==> src/rtl/led_frame_receiver_xor_checksum_unit_assert.svh <==
// Assertion macros used by the queue module; empty under synthesis.
`ifndef LED_FRAME_RECEIVER_XOR_CHECKSUM_UNIT_ASSERT_SVH
`define LED_FRAME_RECEIVER_XOR_CHECKSUM_UNIT_ASSERT_SVH
`ifndef SYNTHESIS
`define LFXC_ASSERT(lbl, prop, msg) \
    lbl: assert property (@(posedge i_clk) disable iff (!i_rst_n) prop) else $error(msg);
`define LFXC_ASSERT_ALWAYS(lbl, prop, msg) \
    lbl: assert property (@(posedge i_clk) prop) else $error(msg);
`else
`define LFXC_ASSERT(lbl, prop, msg)
`define LFXC_ASSERT_ALWAYS(lbl, prop, msg)
`endif
`endif

==> src/rtl/lfxc_pkg.sv <==
// Shared constants, command type and width helpers for the frame receiver.
package lfxc_pkg;

    localparam int LFXC_MAX_PIXELS   = 256;
    localparam int LFXC_QUEUE_DEPTH  = 2;

    localparam logic [7:0]  SYNC_FIRST      = 8'hFF;
    localparam logic [7:0]  SYNC_SECOND     = 8'hAA;
    localparam logic [8:0]  PIX_COUNT_RST   = 9'd73;
    localparam logic [15:0] TIMEOUT_RST     = 16'd50;

    localparam logic [1:0] OP_BYTE = 2'd0;
    localparam logic [1:0] OP_TICK = 2'd1;
    localparam logic [1:0] OP_READ = 2'd2;

    localparam logic [2:0] EV_NONE      = 3'd0;
    localparam logic [2:0] EV_COMMIT    = 3'd1;
    localparam logic [2:0] EV_CSUM_FAIL = 3'd2;
    localparam logic [2:0] EV_TIMEOUT   = 3'd3;
    localparam logic [2:0] EV_READ      = 3'd4;

    localparam logic CFG_PIX_COUNT = 1'b0;
    localparam logic CFG_TIMEOUT   = 1'b1;

    localparam logic [1:0] LANE_RED   = 2'd0;
    localparam logic [1:0] LANE_GREEN = 2'd1;
    localparam logic [1:0] LANE_BLUE  = 2'd2;

    // one command from the front to the back
    typedef struct packed {
        logic        wr_en;
        logic [1:0]  lane;
        logic [7:0]  wdata;
        logic [2:0]  rd_mask;
        logic [2:0]  ev;
        logic [31:0] good;
        logic [31:0] dropped;
    } t_cmd;

    // bits of a pixel index
    function automatic int lfxc_pix_w(input int n);
        return (n > 1) ? $clog2(n) : 1;
    endfunction

    // bits of a count up to n
    function automatic int lfxc_cnt_w(input int n);
        return $clog2(n + 1);
    endfunction

endpackage

==> src/rtl/lfxc_queue.sv <==
// Small command queue between front end and pixel store.
`include "led_frame_receiver_xor_checksum_unit_assert.svh"
module lfxc_queue
    import lfxc_pkg::*;
#(
    parameter int W = 8
) (
    input  logic         i_clk,
    input  logic         i_rst_n,
    input  logic         i_push,
    input  logic [W-1:0] i_data,
    output logic         o_full,
    input  logic         i_pop,
    output logic         o_valid,
    output logic [W-1:0] o_data
);

    localparam int DEPTH = LFXC_QUEUE_DEPTH;
    localparam int PTRW  = (DEPTH > 1) ? $clog2(DEPTH) : 1;
    localparam int CNTW  = $clog2(DEPTH + 1);

    logic [W-1:0]    r_mem [DEPTH];
    logic [PTRW-1:0] r_wr_ptr, n_wr_ptr;
    logic [PTRW-1:0] r_rd_ptr, n_rd_ptr;
    logic [CNTW-1:0] r_count,  n_count;

    assign o_full  = (r_count == CNTW'(DEPTH));
    assign o_valid = (r_count != '0);
    assign o_data  = r_mem[r_rd_ptr];

    always_comb begin
        n_wr_ptr = r_wr_ptr;
        n_rd_ptr = r_rd_ptr;
        n_count  = r_count;
        if (i_push) begin
            n_wr_ptr = (r_wr_ptr == PTRW'(DEPTH - 1)) ? '0 : r_wr_ptr + PTRW'(1);
        end
        if (i_pop) begin
            n_rd_ptr = (r_rd_ptr == PTRW'(DEPTH - 1)) ? '0 : r_rd_ptr + PTRW'(1);
        end
        if (i_push && !i_pop) begin
            n_count = r_count + CNTW'(1);
        end else if (i_pop && !i_push) begin
            n_count = r_count - CNTW'(1);
        end
    end

    always_ff @(posedge i_clk) begin
        if (i_push) begin
            r_mem[r_wr_ptr] <= i_data;
        end
    end

    always_ff @(posedge i_clk) begin
        if (!i_rst_n) begin
            r_wr_ptr <= '0;
            r_rd_ptr <= '0;
            r_count  <= '0;
        end else begin
            r_wr_ptr <= n_wr_ptr;
            r_rd_ptr <= n_rd_ptr;
            r_count  <= n_count;
        end
    end

    `LFXC_ASSERT(a_count_max, r_count <= CNTW'(DEPTH), "queue count above depth")
    `LFXC_ASSERT(a_no_push_full, i_push |-> !o_full, "push into full queue")
    `LFXC_ASSERT(a_no_pop_empty, i_pop |-> o_valid, "pop from empty queue")
    `LFXC_ASSERT(a_count_up, (i_push && !i_pop) |=> (r_count == $past(r_count) + CNTW'(1)), "queue count did not advance on push")

endmodule

==> config.mk <==
export PLATFORM = sky130hd
export DESIGN_NAME = lfxc_queue
export DESIGN_NICKNAME = d
export VERILOG_FILES = /design/src/rtl/lfxc_pkg.sv /design/src/rtl/lfxc_queue.sv
export VERILOG_INCLUDE_DIRS = /design/src /design/src/rtl
export SDC_FILE = /design/constraint.sdc
export NUM_CORES = 1
export LEC_CHECK = 0
export ABC_AREA = 1
export BUFFER_PORTS_ARGS = -buffer_cell sky130_fd_sc_hd__buf_2
export CORE_MARGIN = 1
export CORE_UTILIZATION = 53
export CTS_BUF_LIST = sky130_fd_sc_hd__clkbuf_16
export CTS_CLUSTER_SIZE = 16
export DETAILED_ROUTE_END_ITERATION = 8
export PLACE_DENSITY = 0.8
export SLEW_MARGIN = 20
export SYNTH_ARGS = -nofsm -noshare
export SYNTH_HDL_FRONTEND = slang
export SYNTH_SLANG_ARGS = --single-unit
export TNS_END_PERCENT = 100
==> constraint.sdc <==
create_clock -name i_clk -period 3.3 [get_ports i_clk]
set_input_delay 0.165 -clock i_clk [delete_from_list [all_inputs] [get_ports i_clk]]
set_output_delay 0.165 -clock i_clk [all_outputs]
set_load 0.005 [all_outputs]
==> results of run 1 <==
[power groups by stage]
stage / registers, W / clock network [W] / logic (W)
4_1_cts: 0.000313 / 0.000252 / 0.0000628
2_1_floorplan: 0.000312 / 0 / 0.0000428
5_1_grt: 0.000314 / 0.000262 / 0.0000688
3_3_place_gp: 0.000316 / 0 / 0.0000596
3_5_place_dp: 0.000318 / 0 / 0.0000623
6_report: 0.000312 / 0.000250 / 0.0000618
[per-layer routing]
| metal | up-vias | global-route usage, % |
|---|---|---|
| met3 | 5 | 5.217 |
| met5 | - | 0 |
| met2 | 15 | 25.31 |
| met1 | 218 | 20.18 |
| li1 | 252 | - |
| met4 | 0 | 13.55 |
[flip-flops by register name, summed over array words and instances (netlist names), named ones only]
| name | cells |
|---|---|
| r_mem | 16 |
| r_wr_ptr | 1 |
| r_count | 2 |
| r_rd_ptr | 1 |
[cell families after synthesis]
| logic type | synth area share [%] |
|---|---|
| buffers and inverters | 4.903 |
| adders and majority gates | 1.486 |
| muxes | 14.27 |
| AOI/OAI and AO/OA | 1.188 |
| and+or+nand+nor | 9.213 |
| DFF | 68.95 |
[how the worst min path moves through the flow]
| stage | start | end | slack, ns |
|---|---|---|---|
| after floorplan | i_data[0] | r_mem[0][0] | 0.26 |
| after global placement | i_data[3] | r_mem[1][3] | 0.36 |
| after detailed placement | i_data[5] | r_mem[0][5] | 0.36 |
| after CTS | i_data[5] | r_mem[0][5] | 0.10 |
| after global routing | i_data[2] | r_mem[0][2] | 0.10 |
| final | i_data[0] | r_mem[1][0] | 0.10 |
[critical path, cell delays in order, from the launching register on]
cell and delay (ns):
dfxtp_1 0.63, mux2_4 0.34, buf_2 0.13
[cells in the mapped netlist (all sizes together)]
cell type,n
edfxtp,16
inv,8
mux2,8
nor2,8
nand3,1
nand2,9
ha,1
dfxtp,5
nand4,1
o21ai,1
a21oi,1
buf,1
[final cells by class]
cell class / instances / area, um2 / area share [%]
sequential: 21 / 580.6 / 56.04
multi-input combinational: 30 / 220.2 / 21.26
timing repair buffer: 21 / 105.1 / 10.14
clock buffer: 3 / 75.07 / 7.246
inverter: 8 / 30.03 / 2.899
tap: 16 / 20.02 / 1.932
clock inverter: 1 / 5.005 / 0.4831
[through the flow]
stage / hold slack [ns] / power [W] / utilization (%) / instances
after CTS: 0.1005 / 0.0006273 / 69.58 / 100
after global routing: 0.1000 / 0.0006448 / 69.58 / 100
final: 0.1007 / 0.0006236 / 69.58 / 100
after global placement: 0.3572 / 0.0003761 / 64.20 / 96
after floorplan: 0.2639 / 0.0003550 / - / 60
after detailed placement: 0.3599 / 0.0003802 / 64.20 / 96
==> out/qor.csv, run 1 <==
stage,metric,value,unit
floorplanning,num rows,14,
placed_design,area of placed instances,955.9,um2
sta,Setup-failing EPs final,0,
synth,post-synthesis cell count,60,
worst_setup_path,element type at the critical path end,primary output,
sta,unrepaired setup endpoints after global routing,false,
layout,Filler cells,104,
detailed_routing,DR pass1 iterations,4,
layout,share of layout cells above drive strength 1,41.67,%
layout,diode count,0,
sta,Worst Skew,0.003739,ns
synth,synth top area cells,"edfxtp_1 (57%), mux2_4 (14%), dfxtp_1 (12%)",
clocking,total setup buffers inserted after CTS,0,
sta,Tcrit/Tclk final,45.65,%
synth,Synth top area share,57.06,%
floorplanning,Die W,41.86,um
sta,number of max-slew violations in the final report,0,
worst_setup_path,FF-to-FF path depth,1,
synth,cell taking the most area after synthesis,edfxtp_1,
detailed_routing,1st-iter DRT viols,6,
sta,Slew headroom,56.59,%
placed_design,Final GP Congestion,0.6944,
synth,Yosys reg bits,21,
power_and_ir_drop,Clk pwr share,40.0,%
sta,final hold vios,0,
sta,Slew @ Worst Pin,0.6488,ns
global_route,aggregate global-route resource usage,16.98,%
power_and_ir_drop,sw frac,20.05,%
sta,f_max,0.6637,GHz
global_route,vias in the first global route,463,
floorplanning,Top Ports,22,
worst_setup_path,CP Max Fanout,8,
sta,Final Critical Period,1.507,ns
job,maxcap violations,0,
placed_design,number of port buffers,21,
worst_setup_path,Critical Path Source Type,flop,
layout,"Net count, final",98,
detailed_routing,Wirelength per Cell,12.37,um
worst_setup_path,critical path capture point,o_data[0],
power_and_ir_drop,VDD IR max,0.3553,mV
clocking,Worst-Skew Late Latency,0.25,ns
floorplanning,Starting Density,56.55,%
synth,sequential share of the synthesized area,68.95,%
clocking,cts bufs inserted,3,
clocking,Root Buffer,clkbuf_16,
worst_setup_path,WP data required,3.13,ns
layout,"most common cell after layout, fill and taps aside",buf_2,
power_and_ir_drop,leakage dissipation,0.4725,nW
placed_design,pre-CTS setup slack,2.039,ns
clocking,H-tree levels,1,
synth,synth warn,0,
global_route,largest net degree at the start of global routing,13,
clocking,Post-CTS Resized,0,
detailed_routing,Post-Route WL,1237,um
layout,Layout area overhead,23.03,%
detailed_routing,Antenna Nets Post-Route,0,
global_route,first-pass GRT wire length,2076,um
worst_setup_path,r2r startpoint,r_wr_ptr,
synth,Mean Syn Cell Area,14.03,um2
worst_setup_path,critical path type,flop to primary output,
detailed_routing,vias after detailed routing,490,
detailed_routing,met3 routed WL,71,um
clocking,clk buf depth,2,
power_and_ir_drop,Sequential Power Share,50.0,%
power_and_ir_drop,Switch Pwr,0.0001250,W
power_and_ir_drop,Int Power,0.0004986,W
sta,setup ws final,1.793,ns
detailed_routing,DRC viols,0,
floorplanning,core area,1489,um2
min_path,WHS Path Cells,1,
synth,synthesized area,842.1,um2
run_status,status,finished clean,
layout,most frequent cells in the layout,"buf_2 (21), edfxtp_1 (16), mux2_4 (8), nand2_1 (8), nor2_1 (8)",
global_route,initial antenna violation count,0,
min_path,Min-Delay Path Class,input pin to flop,
worst_setup_path,Arrival @ worst endpoint,1.34,ns
placed_design,hpwl dp,907.4,um
worst_setup_path,Reg-to-Reg End,r_mem[0][4],
detailed_routing,wl on met1,517,um
floorplanning,Die Y,41.86,um
power_and_ir_drop,Combinational Power Share,9.9,%
layout,cell area after layout,1036,um2
synth,unique cell type count in the Yosys netlist,14,
global_route,GR Overflow Total,0,
floorplanning,die area,1752,um2
clocking,CTS Hold Buffers Added,0,
worst_setup_path,R2R setup slack,2.10,ns
clocking,Clock Sinks,21,
detailed_routing,Top Metal Used,met4,
clocking,CTS tree,built,
power_and_ir_drop,Power Dens Cells,601.9,nW/um2
synth,syn nets,73,
clocking,clock slew at reported path FFs,0.06,ns
detailed_routing,met2 WL post-DR,609,um
sta,TNS Setup,0,ns
detailed_routing,Vias/cell,4.900,
(Power assumes the default switching activity.)
==> inputs of run 2 (changes only) <==
CORE_UTILIZATION = 49   (was 53)
PLACE_DENSITY = 0.75   (was 0.8)
clock period = 1.4 ns   (was 3.3 ns; I/O delays follow)
==> run 2 against run 1 <==
Net effect:
- the flow now finishes with violations (design-rule violations)
- non-clock buffer count is 2 higher
- sequential cell count stayed put
- core utilization is 2.2 points lower
- critical path depth is 1 higher
- global-route usage is 2.6 points lower
- design area is 1.3% higher
- first-iteration DRC count is 50% higher
- critical path type unchanged
- highest routed layer is now met3
==> out/qor.csv, run 2 (synthesis gave the netlist of run 1 again) <==
stage,metric,value,unit
run_status,status,finished with violations,
run_status,failing checks,design-rule violations,
worst_setup_path,Arrival @ worst endpoint,1.18,ns
layout,Reg area,580.6,um2
layout,most frequent cells in the layout,"buf_2 (21), edfxtp_1 (16)",
sta,Worst Skew,0.0005928,ns
sta,Slew headroom,78.20,%
layout,share of layout cells above drive strength 1,41.86,%
worst_setup_path,WP data required,1.33,ns
sta,setup ws final,0.1493,ns
sta,Final Critical Period,1.251,ns
power_and_ir_drop,VDD IR max,1.069,mV
worst_setup_path,critical path type,flop to primary output,
floorplanning,Die W,43.46,um
clocking,clk buf depth,2,
detailed_routing,met2 WL post-DR,638,um
clocking,Root Buffer,clkbuf_16,
layout,Filler cells,117,
sta,Slew @ Worst Pin,0.3267,ns
sta,final hold vios,0,
worst_setup_path,r2r startpoint,r_wr_ptr,
sta,number of max-slew violations in the final report,0,
sta,unrepaired setup endpoints after global routing,false,
layout,Largest regs,"r_mem: 16 flops, r_count: 2 flops",
detailed_routing,Vias/cell,4.971,
min_path,Min-Delay Path Class,input pin to flop,
layout,Biggest register,r_mem,
placed_design,number of port buffers,21,
layout,"Net count, final",100,
sta,TNS Setup,0,ns
sta,Tcrit/Tclk final,89.33,%
detailed_routing,Top Metal Used,met3,
clocking,total setup buffers inserted after CTS,0,
clocking,CTS tree,built,
floorplanning,num rows,14,
global_route,largest net degree at the start of global routing,12,
layout,Layout area overhead,24.67,%
floorplanning,die area,1888,um2
detailed_routing,1st-iter DRT viols,9,
floorplanning,Starting Density,54.01,%
worst_setup_path,Critical Path Source Type,flop,
global_route,GR Overflow Total,0,
placed_design,hpwl dp,880.5,um
worst_setup_path,element type at the critical path end,primary output,
placed_design,Final GP Congestion,0.6469,
clocking,Worst-Skew Late Latency,0.24,ns
clocking,clock slew at reported path FFs,0.05,ns
job,maxcap violations,0,
global_route,vias in the first global route,474,
detailed_routing,DRC viols,5,
floorplanning,core area,1559,um2
global_route,aggregate global-route resource usage,14.34,%
detailed_routing,vias after detailed routing,507,
placed_design,pre-CTS setup slack,0.3957,ns
sta,Setup-failing EPs final,0,
clocking,CTS Hold Buffers Added,0,
floorplanning,Die Y,43.46,um
layout,max FFs per register,16,
layout,multi-input logic area,220.2,um2
power_and_ir_drop,leakage dissipation,0.4840,nW
worst_setup_path,CP Max Fanout,8,
floorplanning,Top Ports,22,
min_path,Hold Startpoint,i_data[4],
placed_design,cell count after placement,98,
clocking,cts bufs inserted,3,
clocking,Clock Sinks,21,
global_route,first-pass GRT wire length,1925,um
detailed_routing,met3 routed WL,69,um
layout,"most common cell after layout, fill and taps aside",buf_2,
detailed_routing,Antenna Nets Post-Route,0,
detailed_routing,wl on met1,454,um
layout,Post-Layout Cell Count,102,
clocking,H-tree levels,1,
clocking,Post-CTS Resized,0,
power_and_ir_drop,Final Total Pwr,0.001453,W
detailed_routing,DR pass1 iterations,6,
sta,f_max,0.7996,GHz
detailed_routing,Wirelength per Cell,11.38,um
detailed_routing,Post-Route WL,1161,um
global_route,initial antenna violation count,0,
power_and_ir_drop,Power Dens Cells,1384,nW/um2
layout,diode count,0,
==> run 2: changes by cell type in the layout (fill, tap and decap cells not counted), sizes merged <==
cell,change
buf,+2
clkinv,-1
inv,+1
==> run 2: worst paths after layout <==
| kind | end | slack, ns | depth (start not counted) |
|---|---|---|---|
| min reg2reg | r_rd_ptr | 0.50 | 2 |
| max reg2reg | r_mem[1][0] | 0.38 | 2 |
| min | r_mem[0][4] | 0.01 | 1 |
| max | o_data[5] | 0.15 | 3 |
==> run 2: metrics by stage <==
stage,area [um2],hold slack [ns],util [%]
after global placement,970.9,0.2602,62.28
after global routing,1050,0.008982,67.34
after floorplan,842.1,0.1689,-
final,1050,0.01331,67.34
after detailed placement,970.9,0.2616,62.28
after CTS,1050,0.007676,67.34
==> run 2: power breakdown <==
part / switching, W / internal, W / total, W
combinational: 0.0000755 / 0.0000848 / 0.000160
sequential: 0.0000142 / 0.000713 / 0.000727
clock: 0.000186 / 0.000379 / 0.000565
==> run 2: area by class of cell <==
cell class                 instances  share of cell area, %
tap                               16                  1.907
multi-input combinational         30                  20.98
timing repair buffer              23                  11.44
clock inverter                     1                 0.3576
clock buffer                       3                  7.151
sequential                        21                  55.30
inverter                           8                  2.861
==> run 2: critical path, stage by stage (launching register included) <==
cell	delay [ns]
dfxtp_1	0.30
buf_4	0.19
mux2_4	0.31
buf_2	0.13
==> run 2: layer usage <==
layer  GRT usage, %  vias to the layer above
li1               -                      253
met2          27.58                       17
met1          14.25                      237
met3          4.167                        0
met4          5.625                        0
met5              0                        -
