[src/rtl/led_frame_receiver_xor_checksum_unit_assert.svh]
// Assertion macros used by the queue module; empty under synthesis.
`ifndef LED_FRAME_RECEIVER_XOR_CHECKSUM_UNIT_ASSERT_SVH
`define LED_FRAME_RECEIVER_XOR_CHECKSUM_UNIT_ASSERT_SVH
`ifndef SYNTHESIS
`define LFXC_ASSERT(lbl, prop, msg) \
    lbl: assert property (@(posedge i_clk) disable iff (!i_rst_n) prop) else $error(msg);
`define LFXC_ASSERT_ALWAYS(lbl, prop, msg) \
    lbl: assert property (@(posedge i_clk) prop) else $error(msg);
`else
`define LFXC_ASSERT(lbl, prop, msg)
`define LFXC_ASSERT_ALWAYS(lbl, prop, msg)
`endif
`endif

[src/rtl/lfxc_pkg.sv]
// Shared constants, command type and width helpers for the frame receiver.
package lfxc_pkg;

    localparam int LFXC_MAX_PIXELS   = 256;
    localparam int LFXC_QUEUE_DEPTH  = 2;

    localparam logic [7:0]  SYNC_FIRST      = 8'hFF;
    localparam logic [7:0]  SYNC_SECOND     = 8'hAA;
    localparam logic [8:0]  PIX_COUNT_RST   = 9'd73;
    localparam logic [15:0] TIMEOUT_RST     = 16'd50;

    localparam logic [1:0] OP_BYTE = 2'd0;
    localparam logic [1:0] OP_TICK = 2'd1;
    localparam logic [1:0] OP_READ = 2'd2;

    localparam logic [2:0] EV_NONE      = 3'd0;
    localparam logic [2:0] EV_COMMIT    = 3'd1;
    localparam logic [2:0] EV_CSUM_FAIL = 3'd2;
    localparam logic [2:0] EV_TIMEOUT   = 3'd3;
    localparam logic [2:0] EV_READ      = 3'd4;

    localparam logic CFG_PIX_COUNT = 1'b0;
    localparam logic CFG_TIMEOUT   = 1'b1;

    localparam logic [1:0] LANE_RED   = 2'd0;
    localparam logic [1:0] LANE_GREEN = 2'd1;
    localparam logic [1:0] LANE_BLUE  = 2'd2;

    // one command from the front to the back
    typedef struct packed {
        logic        wr_en;
        logic [1:0]  lane;
        logic [7:0]  wdata;
        logic [2:0]  rd_mask;
        logic [2:0]  ev;
        logic [31:0] good;
        logic [31:0] dropped;
    } t_cmd;

    // bits of a pixel index
    function automatic int lfxc_pix_w(input int n);
        return (n > 1) ? $clog2(n) : 1;
    endfunction

    // bits of a count up to n
    function automatic int lfxc_cnt_w(input int n);
        return $clog2(n + 1);
    endfunction

endpackage

[src/rtl/lfxc_front.sv]
// Front end: frame sync, checksum, timeout, counters; emits store commands.
module lfxc_front
    import lfxc_pkg::*;
#(
    parameter int MAX_PIXELS = LFXC_MAX_PIXELS
) (
    input  logic                              i_clk,
    input  logic                              i_rst_n,
    input  logic                              i_cfg_we,
    input  logic                              i_cfg_idx,
    input  logic [15:0]                       i_cfg_data,
    input  logic                              i_valid,
    output logic                              o_ready,
    input  logic [1:0]                        i_op,
    input  logic [7:0]                        i_byte,
    input  logic [7:0]                        i_px,
    input  logic                              i_q_full,
    output logic                              o_push,
    output t_cmd                              o_cmd,
    output logic [lfxc_pix_w(MAX_PIXELS):0]   o_addr
);

    localparam int PW   = lfxc_pix_w(MAX_PIXELS);
    localparam int CW   = lfxc_cnt_w(MAX_PIXELS);
    localparam int CMPW = (CW > 9) ? CW : 9;
    localparam int XW   = (CW > 8) ? CW : 8;

    localparam logic [1:0] ST_SYNC1 = 2'd0;
    localparam logic [1:0] ST_SYNC2 = 2'd1;
    localparam logic [1:0] ST_READ  = 2'd2;

    logic [8:0]    r_pix_count;
    logic [15:0]   r_timeout;
    logic [1:0]    r_state,  n_state;
    logic [CW-1:0] r_pix,    n_pix;
    logic [1:0]    r_lane,   n_lane;
    logic [7:0]    r_parity, n_parity;
    logic [15:0]   r_age,    n_age;
    logic          r_bank,   n_bank;
    logic [31:0]   r_good,   n_good;
    logic [31:0]   r_drop,   n_drop;
    // written prefix of each bank: next unwritten pixel and lane
    logic [CW-1:0] r_fill_pix0, n_fill_pix0, r_fill_pix1, n_fill_pix1;
    logic [1:0]    r_fill_lane0, n_fill_lane0, r_fill_lane1, n_fill_lane1;

    logic          accept;
    logic [CMPW-1:0] cnt_x;
    logic [CW-1:0] eff;
    logic [XW-1:0] px_x, fp_x;
    logic [CW-1:0] back_fp, show_fp;
    logic [1:0]    back_fl, show_fl;
    logic          fill_hit;
    logic [CW-1:0] adv_fp;
    logic [1:0]    adv_fl;

    assign o_ready = !i_q_full;
    assign accept  = i_valid && o_ready;
    assign o_push  = accept;

    always_comb begin
        cnt_x = CMPW'(r_pix_count);
        if (cnt_x == '0) begin
            eff = CW'(1);
        end else if (cnt_x > CMPW'(MAX_PIXELS)) begin
            eff = CW'(MAX_PIXELS);
        end else begin
            eff = CW'(cnt_x);
        end
    end

    always_comb begin
        back_fp = r_bank ? r_fill_pix0  : r_fill_pix1;
        back_fl = r_bank ? r_fill_lane0 : r_fill_lane1;
        show_fp = r_bank ? r_fill_pix1  : r_fill_pix0;
        show_fl = r_bank ? r_fill_lane1 : r_fill_lane0;
        fill_hit = (back_fp == r_pix) && (back_fl == r_lane);
        adv_fp = (back_fl == LANE_BLUE) ? back_fp + CW'(1) : back_fp;
        adv_fl = (back_fl == LANE_BLUE) ? LANE_RED : back_fl + 2'd1;
        px_x = XW'(i_px);
        fp_x = XW'(show_fp);
    end

    always_comb begin
        n_state      = r_state;
        n_pix        = r_pix;
        n_lane       = r_lane;
        n_parity     = r_parity;
        n_age        = r_age;
        n_bank       = r_bank;
        n_good       = r_good;
        n_drop       = r_drop;
        n_fill_pix0  = r_fill_pix0;
        n_fill_pix1  = r_fill_pix1;
        n_fill_lane0 = r_fill_lane0;
        n_fill_lane1 = r_fill_lane1;
        o_cmd.wr_en   = 1'b0;
        o_cmd.lane    = r_lane;
        o_cmd.wdata   = i_byte;
        o_cmd.rd_mask = 3'b000;
        o_cmd.ev      = EV_NONE;
        o_addr        = {~r_bank, r_pix[PW-1:0]};

        case (i_op)
            OP_BYTE: begin
                case (r_state)
                    ST_SYNC2: begin
                        if (i_byte == SYNC_SECOND) begin
                            n_state  = ST_READ;
                            n_pix    = '0;
                            n_lane   = LANE_RED;
                            n_parity = '0;
                            n_age    = '0;
                        end else if (i_byte != SYNC_FIRST) begin
                            n_state = ST_SYNC1;
                        end
                    end
                    ST_READ: begin
                        if (r_pix < eff) begin
                            o_cmd.wr_en = 1'b1;
                            n_parity    = r_parity ^ i_byte;
                            n_lane      = (r_lane == LANE_BLUE) ? LANE_RED : r_lane + 2'd1;
                            n_pix       = (r_lane == LANE_BLUE) ? r_pix + CW'(1) : r_pix;
                            if (fill_hit) begin
                                if (r_bank) begin
                                    n_fill_pix0  = adv_fp;
                                    n_fill_lane0 = adv_fl;
                                end else begin
                                    n_fill_pix1  = adv_fp;
                                    n_fill_lane1 = adv_fl;
                                end
                            end
                        end else begin
                            if (r_parity == i_byte) begin
                                n_bank   = ~r_bank;
                                n_good   = r_good + 32'd1;
                                o_cmd.ev = EV_COMMIT;
                            end else begin
                                n_drop   = r_drop + 32'd1;
                                o_cmd.ev = EV_CSUM_FAIL;
                            end
                            n_state = ST_SYNC1;
                        end
                    end
                    default: begin
                        n_state = (i_byte == SYNC_FIRST) ? ST_SYNC2 : ST_SYNC1;
                    end
                endcase
            end
            OP_TICK: begin
                if (r_state == ST_READ) begin
                    if (r_age >= r_timeout) begin
                        n_state  = ST_SYNC1;
                        n_drop   = r_drop + 32'd1;
                        o_cmd.ev = EV_TIMEOUT;
                    end else begin
                        n_age = r_age + 16'd1;
                    end
                end
            end
            OP_READ: begin
                o_cmd.ev = EV_READ;
                o_addr   = {r_bank, PW'(px_x)};
                if (px_x < XW'(eff)) begin
                    o_cmd.rd_mask[LANE_RED] =
                        (px_x < fp_x) || ((px_x == fp_x) && (LANE_RED < show_fl));
                    o_cmd.rd_mask[LANE_GREEN] =
                        (px_x < fp_x) || ((px_x == fp_x) && (LANE_GREEN < show_fl));
                    o_cmd.rd_mask[LANE_BLUE] =
                        (px_x < fp_x) || ((px_x == fp_x) && (LANE_BLUE < show_fl));
                end
            end
            default: begin
            end
        endcase

        o_cmd.good    = n_good;
        o_cmd.dropped = n_drop;
    end

    always_ff @(posedge i_clk) begin
        if (!i_rst_n) begin
            r_pix_count <= PIX_COUNT_RST;
            r_timeout   <= TIMEOUT_RST;
        end else if (i_cfg_we) begin
            if (i_cfg_idx == CFG_PIX_COUNT) begin
                r_pix_count <= i_cfg_data[8:0];
            end else begin
                r_timeout <= i_cfg_data;
            end
        end
    end

    always_ff @(posedge i_clk) begin
        if (!i_rst_n) begin
            r_state      <= ST_SYNC1;
            r_pix        <= '0;
            r_lane       <= LANE_RED;
            r_parity     <= '0;
            r_age        <= '0;
            r_bank       <= 1'b0;
            r_good       <= '0;
            r_drop       <= '0;
            r_fill_pix0  <= '0;
            r_fill_pix1  <= '0;
            r_fill_lane0 <= LANE_RED;
            r_fill_lane1 <= LANE_RED;
        end else if (accept) begin
            r_state      <= n_state;
            r_pix        <= n_pix;
            r_lane       <= n_lane;
            r_parity     <= n_parity;
            r_age        <= n_age;
            r_bank       <= n_bank;
            r_good       <= n_good;
            r_drop       <= n_drop;
            r_fill_pix0  <= n_fill_pix0;
            r_fill_pix1  <= n_fill_pix1;
            r_fill_lane0 <= n_fill_lane0;
            r_fill_lane1 <= n_fill_lane1;
        end
    end

endmodule

[config.mk]
export PLATFORM = sky130hd
export DESIGN_NAME = lfxc_front
export DESIGN_NICKNAME = d
export VERILOG_FILES = /design/src/rtl/led_frame_receiver_xor_checksum_unit_assert.svh /design/src/rtl/lfxc_pkg.sv /design/src/rtl/lfxc_front.sv
export SDC_FILE = /design/constraint.sdc
export NUM_CORES = 1
export LEC_CHECK = 0
export BUFFER_PORTS_ARGS = -buffer_cell sky130_fd_sc_hd__buf_4
export CAP_MARGIN = 5
export CORE_ASPECT_RATIO = 1.2
export CORE_MARGIN = 2
export CORE_UTILIZATION = 53
export DETAILED_ROUTE_END_ITERATION = 6
export HOLD_SLACK_MARGIN = 0.03
export PLACE_DENSITY = 0.76
export REMOVE_ABC_BUFFERS = 1
export SETUP_SLACK_MARGIN = 0.5
export SLEW_MARGIN = 20
export SYNTH_ARGS = -nofsm -noshare
export SYNTH_HDL_FRONTEND = slang
export SYNTH_SLANG_ARGS = --single-unit
[constraint.sdc]
create_clock -name i_clk -period 3.4 [get_ports i_clk]
set_clock_uncertainty 0.2 [all_clocks]
set_input_delay 0.17 -clock i_clk [delete_from_list [all_inputs] [get_ports i_clk]]
set_output_delay 0.17 -clock i_clk [all_outputs]
set_load 0.02 [all_outputs]
==> run metrics, run 1 <==
final routed DRC violation total=2; Yosys reg bits=149; chip width=128 um; # setup viols final=57; Core Box Area=18,200 um^2; clock tree buffer depth=2; complex-gate fraction of the synthesized area=14.6%; Synth Area in XOR/XNOR=11.6%; die area=19,700 um^2; Max Cap Violations=0; CTS H-tree lvls=4; Num CTS Buffers=17; Starting Density=54.1%; vias post-DR=10,569; vias per inst=6.25; CP startpoint kind=flip-flop; # nets final=1,541; worst rel slew slack=48.4%; DP Wirelength=17,900 um; final hold viol count=0; placed instance count=1,551; Critical Path End Type=output pin; antenna-violating nets left=0; Crit Path Max Fanout=6; crit path DAT=3.21 ns; layout overhead on the synthesized area=44.3%; Worst-path clk slew=0.06 ns; failing checks=DRC, setup timing; adder-cell area share of the yosys netlist=5.85%; 1st-pass router iterations=7; WP buf/inv=7; Peak VDD IR=0.000350 V; terminus of the critical flop-to-flop path=r_good[21]$_SDFFE_PN0P_; Port Buffer Count=131; CP Class=reg -> out; first-pass GRT wire length=48,300 um; r2r setup slk=0.08 ns; Yosys cell types=77; post-synthesis sequential area ratio=30.3%; syn avg cell area=7.97 um^2; Worst Reg-to-Reg Cells=17; mux cell area share after synthesis=4.77%; Congestion Overflow GR=0; Iter 0 DRT Violations=913; Final WS setup=-0.181 ns; initial antenna violation count=0; Slew @ Worst Pin=0.771 ns; simple-gate portion of the synthesized area=27.5%; Slew Viols, Final=0; Hold Crit Depth=4; hold crit path type=in -> reg; Layout fillers=1,055; largest net degree at the start of global routing=43; row count=54; unrepaired setup endpoints after global routing=true; layout cell share with drive strength beyond 1=32.4%; synth warn=0; Power Density=293 nW/um^2; setup TNS=-5.27 ns; ys flop type=dfxtp_1; Post-Syn Area=9840 um^2; Hold EP=cnt_x[8]$_SDFFE_PN0P_; CTS tree=done; Clock Latency Late Sink=0.44 ns; min cycle time layout=3.58 ns; total track usage=30.3%; Die Y=153 um; Post-Route WL=33,800 um; CTS Sinks=149; IO Count=132; Critical Path RT=3.03 ns; hold path start=i_cfg_we; Final Cycle Share=105%; CP max stage cell=dfxtp_2; vias in the first global route=9,872; wire length per cell=20.0 um; post-layout util=78.1%; Fmax=279 MHz; status=finished with violations; CP max stage delay=0.34 ns; critical path, cell by cell=clkinv_4, nand2_2, ha_1, nand4_1, a211oi_2, nor4_4, buf_6, buf_6, nor4_4, buf_4, buf_6, buf_6, nand4_1, xnor2_2, buf_4; Post-Synthesis Cells=1,235; fraction of registers with async set/reset=0%; Worst R2R Start=cnt_x[8]$_SDFFE_PN0P_; largest family of logic cells by synthesized area=simple AND/OR/NAND/NOR gates; Root Driver=clkbuf_16; cell family with most CP delay=buffers and inverters; # diodes=0; Worst path most repeated cell=buf_6; Final Non-Filler Cells=1,692; RePlAce Congestion=0.890; Post-synth EDFFs=0; static leakage=5.75 nW
## through the flow
step	cell area (um^2)	power, mW	worst slack [ns]	hold WS [ns]
final	14200	4.16	-0.181	0.0688
after global routing	14200	4.25	-0.283	0.124
after CTS	13300	4.11	-0.0427	0.0435
after detailed placement	11100	2.09	-0.0385	0.203
after global placement	11100	2.08	-0.00289	0.204
after floorplan	9460	1.94	-1.36	0.0418
## cell families (layout without fill, tap and decap cells)
logic type / Yosys count / in the layout
xor gates and xnor gates: 130 / 130
AOI/OAI and AO/OA: 219 / 219
muxes: 45 / 45
and+or+nand+nor: 531 / 531
DFF: 149 / 149
adders and majority gates: 46 / 46
buffers and inverters: 115 / 348
## cell usage after synthesis (all sizes together), types with 5 or more instances
master,instances,share of area [%]
nand2,154,5.9
dfxtp,149,30
nor2,118,4.5
a21oi,92,4.7
xor2,86,7.7
nand3,54,2.8
o21ai,49,2.5
clkbuf,48,2.2
ha,46,5.9
xnor2,44,3.9
inv,38,1.5
mux2i,36,3.7
nand4,30,2.0
or3,30,2.0
buf,27,1.6
nor3,27,1.5
nand2b,22,1.5
or4,17,1.3
and3,16,1.0
nand3b,16,1.2
nor4,16,1.5
o211ai,13,0.99
o31ai,11,0.84
a211oi,9,0.69
mux2,9,1.0
and2,8,0.51
a2111oi,6,1.3
nor2b,6,0.38
o21a,5,0.38
## tightest hold or removal path: cells and delay by family
family	cells	cell delay (ns)
compound gates	1	0.05
simple gates	2	0.33
buf+inv	1	0.10
## how the worst max path moves through the flow
| stage | from | to | cells past startpoint | slack, ns |
|---|---|---|---|---|
| 4_1_cts | cnt_x[8]$_SDFFE_PN0P_ | o_cmd[49] | 12 | -0.04 |
| 5_1_grt | cnt_x[8]$_SDFFE_PN0P_ | o_cmd[53] | 15 | -0.28 |
| 2_1_floorplan | cnt_x[8]$_SDFFE_PN0P_ | o_cmd[2] | 11 | -1.36 |
| 3_3_place_gp | cnt_x[8]$_SDFFE_PN0P_ | r_drop[14]$_SDFFE_PN0P_ | 11 | -0.003 |
| 6_report | cnt_x[8]$_SDFFE_PN0P_ | o_cmd[43] | 15 | -0.18 |
| 3_5_place_dp | cnt_x[8]$_SDFFE_PN0P_ | r_drop[14]$_SDFFE_PN0P_ | 11 | -0.04 |
## layout make-up
type,instances,area (um^2),share of cell area [%]
Clock buffer,18,439,3.09
Clock inverter,14,174,1.23
Inverter,40,171,1.21
Multi-Input combinational cell,971,7560,53.2
Sequential cell,149,2990,21.1
Tap cell,224,280,1.97
Timing Repair Buffer,276,2580,18.2
## sequential cells by signal (all words and copies together), names as in the netlist
name,cells
r_good,32
r_state,2
r_parity,8
r_bank,1
r_fill_lane1,2
r_pix,9
r_drop,32
r_fill_pix1,9
r_lane,2
r_fill_lane0,2
r_timeout,16
cnt_x,9
r_fill_pix0,9
r_age,16
## where the power goes
part,leakage [nW],internal (mW),switching (mW)
clock network,0.289,1.18,0.829
logic,4.26,0.161,0.214
registers,1.21,1.76,0.0116
total,5.75,3.10,1.05
## cell usage in the layout (no fill, tap or decap), drive strengths merged, types with 4 or more instances in the layout
master / instances
mux2i: 36
clkinvlp: 4
or2: 4
o21a: 5
nand4: 30
nand3: 54
or4: 17
or3: 30
xor2: 86
mux2: 9
xnor2: 44
and4: 4
inv: 42
dlygate4sd3: 36
o211ai: 13
buf: 236
nor4: 16
o21ai: 49
and3: 16
nand2: 154
nand3b: 16
a2111oi: 6
nor2: 118
nand2b: 22
clkinv: 5
ha: 46
a21oi: 92
and2: 8
o31ai: 11
nor2b: 6
clkbuf: 21
dfxtp: 149
a211oi: 9
nor3: 27
o2111ai: 4
## per-layer routing
layer  vias to the layer above  share of wire, %  wire [um]  track usage [%]
met5                         -                 0          0                0
met2                       532                52      17500             53.5
met1                      5124                37      12600             35.2
met3                       134               6.1       2080             4.45
met4                         0               4.8       1640             15.2
li1                       4779                 -          -                -
## timing repair
item,CTS,global route
pin swaps,59,74
buffers inserted,40,26
cloned,4,3
hold buffers,36,0
resized for setup,149,145
hold endpoints to repair,43,0
setup endpoints to repair,133,156
(Power assumes the default switching activity.)
==> inputs of run 2 (changes only) <==
--- a/config.mk
+++ b/config.mk
@@ -5,14 +5,15 @@
 export SDC_FILE = /design/constraint.sdc
 export NUM_CORES = 1
 export LEC_CHECK = 0
+export ABC_AREA = 1
 export BUFFER_PORTS_ARGS = -buffer_cell sky130_fd_sc_hd__buf_4
 export CAP_MARGIN = 5
 export CORE_ASPECT_RATIO = 1.2
 export CORE_MARGIN = 2
-export CORE_UTILIZATION = 53
+export CORE_UTILIZATION = 54
 export DETAILED_ROUTE_END_ITERATION = 6
 export HOLD_SLACK_MARGIN = 0.03
-export PLACE_DENSITY = 0.76
+export PLACE_DENSITY = 0.77
 export REMOVE_ABC_BUFFERS = 1
 export SETUP_SLACK_MARGIN = 0.5
 export SLEW_MARGIN = 20
==> run 2 against run 1 <==
Die area rose by 14%. Highest routed layer unchanged. Largest power group is now sequential cells. First-iteration DRC count is 42% higher. Combinational power rose to 2.5 times the previous value. The run now ends clean. Sequential share of layout area is 1.9 points lower. Via count rose by 29%. Cell count rose by 40%. Sequential power increased by 7%. Hold slack improved by 0.0083 ns. Setup slack improved by 0.18 ns. Routed wire length rose by 18%.
==> run metrics, run 2 <==
RePlAce Congestion=0.941 (+5.7%); Die Y=163 um (+6.7%); Fmax=294 MHz (+5.4%); fraction of registers with async set/reset=0% (unchanged); # nets final=2,168 (+41%); Power Density=299 nW/um^2 (+2.0%); static leakage=7.01 nW (+22%); Slew Viols, Final=0 (unchanged); # setup viols final=0 (-100%); register area=3000 um^2 (+0.17%); final routed DRC violation total=0 (-2); die area=22,400 um^2 (+14%); crit path DAT=3.03 ns (-0.18 ns); largest net degree at the start of global routing=58 (+35%); syn avg cell area=6.07 um^2 (-24%); Starting Density=54.8% (+0.63 points); vias in the first global route=12,459 (+26%); footprint of the multi-input gates=8160 um^2 (+8.0%); most common cell after layout, fill and taps aside=nand2_1; count leader, synth=nand2_1; row count=58 (+7.4%); Post-Synthesis Cells=1,885 (+53%); Critical Path End Type=output pin; CP startpoint kind=flip-flop; min cycle time layout=3.40 ns (-0.183 ns); ys flop type=dfxtp_1; Congestion Overflow GR=0 (unchanged); layout cell share with drive strength beyond 1=24.8% (-7.6 points); Yosys cell types=48 (-38%); Post-synth EDFFs=0 (unchanged); Tot Pwr=4.66 mW (+12%); Critical Path RT=3.03 ns (about the same); clock tree buffer depth=2 (unchanged); post-synthesis sequential area ratio=26.1% (-4.3 points); hold crit path type=in -> reg; Yosys reg bits=149 (unchanged); Final Cycle Share=99.9% (-5.4 points); Post-synth top cells=nand2_1 (482), inv_1 (242), nor2_1 (210); top cell type's share of synthesized area=26.1% (-4.3 points); Layout fillers=1,569 (+49%); final hold viol count=0 (unchanged); Post-Route WL=39,900 um (+18%); CTS tree=done; status=complete, no violations; worst rel slew slack=32.3% (-16 points); Root Driver=clkbuf_16; IO Count=132 (unchanged); 1st-pass router iterations=7 (unchanged); chip width=137 um (+6.6%); unrepaired setup endpoints after global routing=true; largest registers=r_drop (32), r_good (32); Worst Reg-to-Reg Cells=23 (+6); CP Class=reg -> out; Clock Latency Late Sink=0.44 ns (about the same); vias per inst=5.77 (-7.6%); Iter 0 DRT Violations=1,298 (+42%); antenna-violating nets left=0 (unchanged); Hold Crit Depth=5 (+1); first-pass GRT wire length=59,000 um (+22%); Max Cap Violations=0 (unchanged); Worst-path clk slew=0.07 ns (about the same); CTS Sinks=149 (unchanged); leading cell types in the layout, fill and taps excluded=nand2_1 (430), inv_1 (236), nor2_1 (178); wire length per cell=16.9 um (-16%); Port Buffer Count=131 (unchanged); Slew @ Worst Pin=1.01 ns (+0.242 ns); layout overhead on the synthesized area=36.4%; synth top area cells=dfxtp_1 (26%), nand2_1 (16%), nand3_1 (8.0%); largest area contributor in the netlist=dfxtp_1; setup TNS=0 ns (+5.27 ns); Post-Syn Area=11,400 um^2 (+16%); Num CTS Buffers=17 (unchanged); initial antenna violation count=1 (+1); final hold slack=0.0771 ns (+0.00834 ns); CTS H-tree lvls=4 (unchanged); synth warn=0 (unchanged); DP Wirelength=24,100 um (+35%); vias post-DR=13,655 (+29%); Crit Path Max Fanout=7 (+1); Core Box Area=20,900 um^2 (+15%); Peak VDD IR=0.000385 V (+9.8%); total track usage=32.6% (+2.4 points)
run 2: cell count changes after synthesis, moves of 22 or more:
cell | before | now
nand2_1 | 153 | 482
inv_1 | 38 | 242
nand3_1 | 52 | 183
nor2_1 | 117 | 210
o21ai_0 | 45 | 99
nand4_1 | 29 | 70
xor2_1 | 86 | 50
a21oi_1 | 92 | 126
mux2i_1 | 34 | 0
xnor2_1 | 44 | 13
or3_1 | 26 | 0
o21ai_1 | 3 | 25
run 2: metal layers:
metal  global-route usage [%]  routed length [um]
met1                     37.8               15100
met2                     57.5               20000
met3                     5.62                2870
met4                     16.3                1970
met5                        0                   0
run 2: report_power, final:
group / total, mW / leakage [nW] / switching (mW) / internal, mW
Clock: 1.82 / 0.270 / 0.857 / 0.960
Combinational: 0.954 / 5.52 / 0.571 / 0.383
Sequential: 1.89 / 1.22 / 0.0731 / 1.81
Total: 4.66 / 7.01 / 1.50 / 3.16
run 2: stage by stage:
stage                     worst slack [ns]  cells  instance area [um^2]  utilization [%]
after floorplan                    -0.0839   1803                 11000                -
after global placement               0.227   2227                 12500             60.0
after detailed placement             0.149   2227                 12500             60.0
after CTS                            0.125   2330                 14300             68.5
after global routing                -0.116   2366                 15600             74.7
final                              0.00234   2366                 15600             74.7
run 2: layout make-up:
cell class / instances / area share, %
repair inverters: 1 / 0.0401
diodes: 1 / 0.0160
clock buffers: 19 / 2.77
flip-flops and latches: 149 / 19.2
repair buffers: 257 / 16.4
clock inverters: 13 / 0.738
inverters: 254 / 6.35
multi-input cells: 1402 / 52.3
well taps: 270 / 2.17
run 2: repair_timing:
action / 4_1_cts / 5_1_grt
hold buffers: 30 / 0
buffers inserted: 36 / 31
resized for setup: 141 / 248
endpoints found under the hold margin: 61 / 0
gates cloned: 5 / 4
endpoints found under the setup margin: 162 / 182
pin swaps: 40 / 62
run 2: final timing paths:
check,from,end,slack [ns]
max reg2reg,cnt_x[2]$_SDFFE_PN0P_,r_drop[27]$_SDFFE_PN0P_,0.23
max,cnt_x[2]$_SDFFE_PN0P_,o_cmd[51],0.002
min reg2reg,r_timeout[15]$_SDFFE_PN0P_,r_timeout[15]$_SDFFE_PN0P_,0.26
min,i_cfg_we,cnt_x[1]$_SDFFE_PN0P_,0.08
run 2: cell families (layout without fill, tap and decap cells):
family                     after synthesis  after routing  share of synthesized area [%]
buffers and inverters                  336            544                           12.0
other                                    0              1                              0
adders and majority gates               46             46                           5.03
muxes                                    1              1                         0.0984
AOI/OAI and AO/OA                      270            270                           12.4
and+or+nand+nor                       1017           1019                           39.2
xor gates and xnor gates                66             66                           5.25
DFF                                    149            149                           26.1
run 2: worst max-delay path: stages (launching register included):
cell	delay, ns
dfxtp_2	0.33
nor2_2	0.14
nand2_2	0.11
o21ai_4	0.18
nand2_2	0.11
ha_4	0.29
nand2_2	0.05
inv_2	0.05
o21ai_2	0.05
a21oi_2	0.13
nor2_2	0.07
nand2_4	0.17
buf_12	0.15
nand2_8	0.09
nor2_4	0.21
xor2_2	0.23
inv_1	0.09
buf_6	0.14
